<file path="src/design/utf8d_pkg.sv">
// Shared widths and byte-class constants for the UTF-8 stream decoder.
package utf8d_pkg;

  localparam int BYTE_W   = 8;
  localparam int CP_W     = 21;
  localparam int CP_BYTES = (CP_W + 7) / 8;
  localparam int TDATA_W  = CP_BYTES * 8;
  localparam int REM_W    = 2;

  typedef logic [REM_W-1:0] rem_t;
  typedef logic [CP_W-1:0]  cp_t;

  localparam logic [BYTE_W-1:0] MASK_LEAD4 = 8'hF8;
  localparam logic [BYTE_W-1:0] PAT_LEAD4  = 8'hF0;
  localparam logic [BYTE_W-1:0] MASK_LEAD3 = 8'hF0;
  localparam logic [BYTE_W-1:0] PAT_LEAD3  = 8'hE0;
  localparam logic [BYTE_W-1:0] MASK_LEAD2 = 8'hE0;
  localparam logic [BYTE_W-1:0] PAT_LEAD2  = 8'hC0;
  localparam logic [BYTE_W-1:0] MASK_CONT  = 8'hC0;
  localparam logic [BYTE_W-1:0] PAT_CONT   = 8'h80;
  localparam logic [BYTE_W-1:0] MASK_ASCII = 8'h80;
  localparam logic [BYTE_W-1:0] PAT_ASCII  = 8'h00;

  localparam logic ACTION_SKIP   = 1'b0;
  localparam logic ACTION_REPORT = 1'b1;

endpackage

</file>
<file path="src/design/utf8_stream_decoder_top.sv">
// Byte-serial UTF-8 decoder with stream ports and an error-action register.
//
//  channel   dir   payload
//  s_axis    in    tdata[7:0] = data_byte
//  m_axis    out   tdata[20:0] = code_point (upper bits zero), tuser = is_error
//  cfg       in    cfg_data = error_action
//
// One byte is taken per cycle unless the input stalls; its result, if any,
// appears in the output register on the next cycle. The decode is a single
// pass of logic from the sequence state to the output register. Reset sets
// error_action to report and clears the sequence state. The input stalls only
// while an unread result sits in the output register.
module utf8_stream_decoder_top (
  input  logic                          clk,
  input  logic                          rst,
  input  logic                          s_axis_tvalid,
  output logic                          s_axis_tready,
  input  logic [utf8d_pkg::BYTE_W-1:0]  s_axis_tdata,   // data_byte
  output logic                          m_axis_tvalid,
  input  logic                          m_axis_tready,
  output logic [utf8d_pkg::TDATA_W-1:0] m_axis_tdata,   // code_point, zero fill
  output logic                          m_axis_tuser,   // is_error
  input  logic                          cfg_valid,
  output logic                          cfg_ready,
  input  logic                          cfg_data        // error_action
);
  import utf8d_pkg::*;

  logic       error_action;
  rem_t       remaining;
  rem_t       remaining_next;
  cp_t        acc;
  cp_t        acc_next;
  cp_t        out_cp;
  cp_t        out_cp_next;
  logic       out_err;
  logic       out_err_next;
  logic       emit;
  logic       lead_ok;
  rem_t       lead_rem;
  cp_t        lead_acc;
  logic       is_cont;
  logic       accept;
  logic [BYTE_W-1:0] b;

  assign b             = s_axis_tdata;
  assign cfg_ready     = 1'b1;
  assign s_axis_tready = !m_axis_tvalid || m_axis_tready;
  assign accept        = s_axis_tvalid && s_axis_tready;
  assign m_axis_tdata  = {{(TDATA_W - CP_W){1'b0}}, out_cp};
  assign m_axis_tuser  = out_err;
  assign is_cont       = (b & MASK_CONT) == PAT_CONT;

  always_comb begin
    lead_ok  = 1'b1;
    lead_rem = rem_t'(0);
    lead_acc = '0;
    if ((b & MASK_LEAD4) == PAT_LEAD4) begin
      lead_rem = rem_t'(3);
      lead_acc = cp_t'(b[2:0]);
    end else if ((b & MASK_LEAD3) == PAT_LEAD3) begin
      lead_rem = rem_t'(2);
      lead_acc = cp_t'(b[3:0]);
    end else if ((b & MASK_LEAD2) == PAT_LEAD2) begin
      lead_rem = rem_t'(1);
      lead_acc = cp_t'(b[4:0]);
    end else if ((b & MASK_ASCII) == PAT_ASCII) begin
      lead_acc = cp_t'(b);
    end else begin
      lead_ok = 1'b0;
    end
  end

  always_comb begin
    remaining_next = remaining;
    acc_next       = acc;
    emit           = 1'b0;
    out_err_next   = 1'b0;
    out_cp_next    = '0;
    if (remaining != rem_t'(0)) begin
      if (is_cont) begin
        remaining_next = remaining - rem_t'(1);
        acc_next       = {acc[CP_W-7:0], b[5:0]};
        emit           = remaining_next == rem_t'(0);
        out_cp_next    = acc_next;
      end else if (error_action == ACTION_REPORT) begin
        emit         = 1'b1;
        out_err_next = 1'b1;
      end else if (lead_ok) begin
        // Resynchronize: the broken sequence is dropped and this byte restarts.
        remaining_next = lead_rem;
        acc_next       = lead_acc;
        emit           = lead_rem == rem_t'(0);
        out_cp_next    = lead_acc;
      end else begin
        remaining_next = rem_t'(0);
        acc_next       = '0;
      end
    end else if (lead_ok) begin
      remaining_next = lead_rem;
      acc_next       = lead_acc;
      emit           = lead_rem == rem_t'(0);
      out_cp_next    = lead_acc;
    end else if (error_action == ACTION_REPORT) begin
      emit         = 1'b1;
      out_err_next = 1'b1;
    end
  end

  always_ff @(posedge clk) begin
    if (rst) begin
      error_action  <= ACTION_REPORT;
      remaining     <= rem_t'(0);
      acc           <= '0;
      m_axis_tvalid <= 1'b0;
    end else begin
      if (cfg_valid && cfg_ready) begin
        error_action <= cfg_data;
      end
      if (accept) begin
        remaining     <= remaining_next;
        acc           <= acc_next;
        m_axis_tvalid <= emit;
      end else if (m_axis_tready) begin
        m_axis_tvalid <= 1'b0;
      end
    end
  end

  always_ff @(posedge clk) begin
    if (accept && emit) begin
      out_cp  <= out_cp_next;
      out_err <= out_err_next;
    end
  end

endmodule

</file>
<file path="config.mk">
export PLATFORM = sky130hd
export DESIGN_NAME = utf8_stream_decoder_top
export DESIGN_NICKNAME = d
export VERILOG_FILES = /design/src/design/utf8d_pkg.sv /design/src/design/utf8_stream_decoder_top.sv
export SDC_FILE = /design/constraint.sdc
export NUM_CORES = 1
export LEC_CHECK = 0
export BUFFER_PORTS_ARGS = -buffer_cell sky130_fd_sc_hd__buf_2
export CELL_PAD_IN_SITES_DETAIL_PLACEMENT = 0
export CELL_PAD_IN_SITES_GLOBAL_PLACEMENT = 1
export CORE_ASPECT_RATIO = 1.25
export CORE_UTILIZATION = 44
export CTS_CLUSTER_DIAMETER = 30
export DETAILED_ROUTE_END_ITERATION = 10
export MAX_ROUTING_LAYER = met4
export PLACE_DENSITY = 0.83
export RECOVER_POWER = 50
export SLEW_MARGIN = 20
export SYNTH_ARGS = -nofsm -noshare
export SYNTH_HDL_FRONTEND = slang
export SYNTH_SLANG_ARGS = --single-unit
</file>
<file path="constraint.sdc">
create_clock -name clk -period 3.2 [get_ports clk]
set_input_delay 0.64 -clock clk [delete_from_list [all_inputs] [get_ports clk]]
set_output_delay 0.64 -clock clk [all_outputs]
set_load 0.05 [all_outputs]
</file>
==> metrics.txt <==
Starting Density=45.9%; initial antenna violation count=0; total of buffers placed on input and output ports=37; largest vdd supply drop=0.213 mV; data arrival time at the worst-slack endpoint=2.38 ns; fill count=397; # setup viols final=0; DRT antenna net count=0; TritonCTS clock tree=built; count of standard-cell rows=26; post-place instance area=2090 sq um; total CTS buffers=5; worst flop-to-flop path startpoint=remaining[0]; post-cts gate resize count=0; Vias per Instance=5.04; routed wire length=3550 um; highest fanout seen on the critical path=17; leading cell types by total area after synthesis=sky130_fd_sc_hd__edfxtp_1 (35%), sky130_fd_sc_hd__dfxtp_1 (20%), sky130_fd_sc_hd__and2_2 (5.2%); data required time at the worst endpoint=3.42 ns; count of state elements after synthesis=41; post-layout worst setup margin=1.04 ns; total vias in the final route=1335; WL per Instance=13.4 um; fraction of layout cells with a size suffix above 1=20.6%; ant diodes=0; setup clock skew after layout=0.0121 ns; final net count=224; sequential-to-total area share from yosys stat=55.4%; Max Clock Freq=464 MHz; iteration-0 DRC count of the detailed router=27; register-to-register path setup slack=1.04 ns; CP Class=flop to flop; Synth cell types=38; fin crit share=67.4%; Critical R2R Capture=acc[14]; path category of the worst min-delay check=flop to flop; Setup crit end=acc[14]; number of maximum-capacitance constraint violations=0; Clock Latency Late Sink=0.29 ns; run status=complete, no violations; H-tree levels=2; Clk Tree Root Cell=sky130_fd_sc_hd__clkbuf_8; post-route design area=2190 sq um; setup TNS after final layout=0 ns; final count of pins violating max slew=0; overall track demand over capacity in global routing=17.6%; launching instance or port of the critical path=remaining[0]; post-synth top area cell=sky130_fd_sc_hd__edfxtp_1; clock transition at the registers of the reported paths=0.09 ns; dominant synthesized flop cell=sky130_fd_sc_hd__edfxtp_1; number of global-route vias before repair=1236; total congestion overflow after global routing=0; headroom to the max-slew limit=56.6%; Post CTS Setup Buffer Count=0; shortest clock period the worst path allows after layout=2.16 ns; global placer's final weighted congestion=0.759; # clock sinks=41; slew at the pin closest to its max-slew limit=0.652 ns; static leakage power=0.823 nW; Worst R2R Path Depth=6; first-pass GRT wire length=5570 um; boundary pin count=42; kind of start point of the critical path=flop; count of mapped cells out of synthesis=172; Power, Total=1.27 mW; share of async-settable or async-resettable flops after synthesis=0%; worst slack at placement=0.938 ns; CTS Hold Bufs=0; Synth top area share=35.1%; average footprint of a synthesized cell=10.9 sq um; type of destination of the critical path=flop; number of buffers on the longest clock path=2; Syn. warnings=0; number of DRC violations after detailed routing=0; core footprint=4100 sq um; total die area=4540 sq um; unrepaired setup endpoints after global routing=false; largest net degree at the start of global routing=23; area growth from synthesis to layout=16.3%; final count of hold timing violations=0; post-synthesis cell area=1880 sq um; y dimension of the die=75.1 um; EDFF count, synth=22; DIE WIDTH=60.5 um; DPL Wire Length=2470 um; Final Core Density=53.4%; DR pass1 iterations=4; power density over cell area=581 nW/um^2
==> cell families after synthesis <==
kind of cell / after synthesis / share of synthesized area [%]
AO/OA/AOI/OAI: 34 / 11.4
AND/OR/NAND/NOR: 70 / 23.1
multiplexers: 7 / 3.73
buffers and inverters: 16 / 4.66
other: 2 / 0.399
adder cells (fa/ha/maj): 2 / 1.33
flip-flops: 41 / 55.4
==> state kept, by name, indices dropped and copies added, names as in the netlist <==
register and count:
m_axis_tuser 1, error_action 1, remaining 2, acc 15
m_axis_tvalid 1, out_cp 21
==> per-stage QoR <==
stage / instances / hold slack (ns)
global placement: 257 / 0.433
global route: 265 / 0.473
CTS: 265 / 0.450
floorplan: 174 / 0.424
finish: 265 / 0.446
detailed placement: 257 / 0.437
==> power breakdown <==
part           switching, mW  internal (mW)
sequential           0.00897          0.583
combinational          0.151         0.0413
clock                  0.176          0.310
total                  0.336          0.934
==> synth_stat cells, types with 2 or more instances <==
cell                       instances
sky130_fd_sc_hd__nand2_1          20
sky130_fd_sc_hd__nand2b_1          3
sky130_fd_sc_hd__edfxtp_1         22
sky130_fd_sc_hd__inv_1             4
sky130_fd_sc_hd__a21oi_1           8
sky130_fd_sc_hd__o211a_1           2
sky130_fd_sc_hd__and2_2           13
sky130_fd_sc_hd__conb_1            2
sky130_fd_sc_hd__buf_4             4
sky130_fd_sc_hd__nand3_1           2
sky130_fd_sc_hd__and2_1            3
sky130_fd_sc_hd__buf_2             3
sky130_fd_sc_hd__a21o_1            2
sky130_fd_sc_hd__or4b_1            8
sky130_fd_sc_hd__o21ai_1           4
sky130_fd_sc_hd__o21ai_0          13
sky130_fd_sc_hd__mux2i_1           7
sky130_fd_sc_hd__dfxtp_1          19
sky130_fd_sc_hd__nand4_1           2
sky130_fd_sc_hd__or3_1             4
sky130_fd_sc_hd__and2b_2           2
sky130_fd_sc_hd__nor2_1            7
sky130_fd_sc_hd__clkbuf_1          2
sky130_fd_sc_hd__ha_1              2
==> how the worst min path moves through the flow <==
stage,slack (ns),cells past startpoint,startpoint,endpoint
global placement,0.43,2,acc[9],acc[9]
global route,0.47,2,acc[11],acc[11]
finish,0.45,2,acc[9],acc[9]
detailed placement,0.44,2,acc[9],acc[9]
CTS,0.45,2,acc[9],acc[9]
floorplan,0.42,2,acc[10],acc[10]
==> final cells by class <==
class                   count  area, sq um  share of cell area, %
multi-input cells         117          757                   34.6
well taps                  56         70.1                   3.20
inverters                   4         15.0                  0.686
clock inverters             3         65.1                   2.97
flip-flops and latches     41         1040                   47.6
repair buffers             39          170                   7.78
clock buffers               5         68.8                   3.15
==> metal layers <==
layer	wire length [um]	up-vias	global-route usage, %
met2	1920	25	31.1
li1	-	672	-
met4	57	0	7.58
met1	1460	632	18.7
met3	120	6	3.61
met5	0	-	-
==> worst max-delay path: stages (launching register included) <==
cell and delay (ns):
sky130_fd_sc_hd__dfxtp_1 0.38, sky130_fd_sc_hd__inv_1 0.06, sky130_fd_sc_hd__ha_1 0.32, sky130_fd_sc_hd__nor3b_4 0.56, sky130_fd_sc_hd__and2_2 0.25, sky130_fd_sc_hd__or4b_1 0.43, sky130_fd_sc_hd__o21ai_0 0.09
==> placed cells by master, fill, tap and decap left out <==
master | netlist | final
sky130_fd_sc_hd__a21o_1 | 2 | 2
sky130_fd_sc_hd__and2_2 | 13 | 13
sky130_fd_sc_hd__nor2b_1 | 1 | 1
sky130_fd_sc_hd__a22o_2 | 1 | 1
sky130_fd_sc_hd__and2_0 | 0 | 1
sky130_fd_sc_hd__or3_1 | 4 | 4
sky130_fd_sc_hd__mux2i_1 | 7 | 7
sky130_fd_sc_hd__nor3b_4 | 1 | 1
sky130_fd_sc_hd__clkbuf_1 | 2 | 24
sky130_fd_sc_hd__nor2_2 | 1 | 1
sky130_fd_sc_hd__nand2_1 | 20 | 20
sky130_fd_sc_hd__o211a_1 | 2 | 2
sky130_fd_sc_hd__a21oi_2 | 1 | 1
sky130_fd_sc_hd__a31oi_1 | 1 | 1
sky130_fd_sc_hd__nand2b_1 | 3 | 3
sky130_fd_sc_hd__edfxtp_1 | 22 | 22
sky130_fd_sc_hd__o2111ai_1 | 1 | 1
sky130_fd_sc_hd__and2b_2 | 2 | 2
sky130_fd_sc_hd__nand3_1 | 2 | 2
sky130_fd_sc_hd__o211ai_4 | 1 | 1
sky130_fd_sc_hd__nor3_1 | 1 | 1
sky130_fd_sc_hd__nand3b_1 | 1 | 1
sky130_fd_sc_hd__nand4_1 | 2 | 2
sky130_fd_sc_hd__or4b_1 | 8 | 8
sky130_fd_sc_hd__buf_2 | 3 | 13
sky130_fd_sc_hd__nor2_1 | 7 | 7
sky130_fd_sc_hd__o21ai_0 | 13 | 13
sky130_fd_sc_hd__and2_1 | 3 | 3
sky130_fd_sc_hd__dfxtp_1 | 19 | 19
sky130_fd_sc_hd__conb_1 | 2 | 4
sky130_fd_sc_hd__a21oi_1 | 8 | 8
sky130_fd_sc_hd__clkbuf_8 | 0 | 5
sky130_fd_sc_hd__clkinv_2 | 0 | 1
sky130_fd_sc_hd__bufinv_16 | 0 | 2
sky130_fd_sc_hd__buf_4 | 4 | 2
sky130_fd_sc_hd__inv_1 | 4 | 4
sky130_fd_sc_hd__ha_1 | 2 | 2
sky130_fd_sc_hd__o21ai_1 | 4 | 4
(Power assumes the default switching activity.)
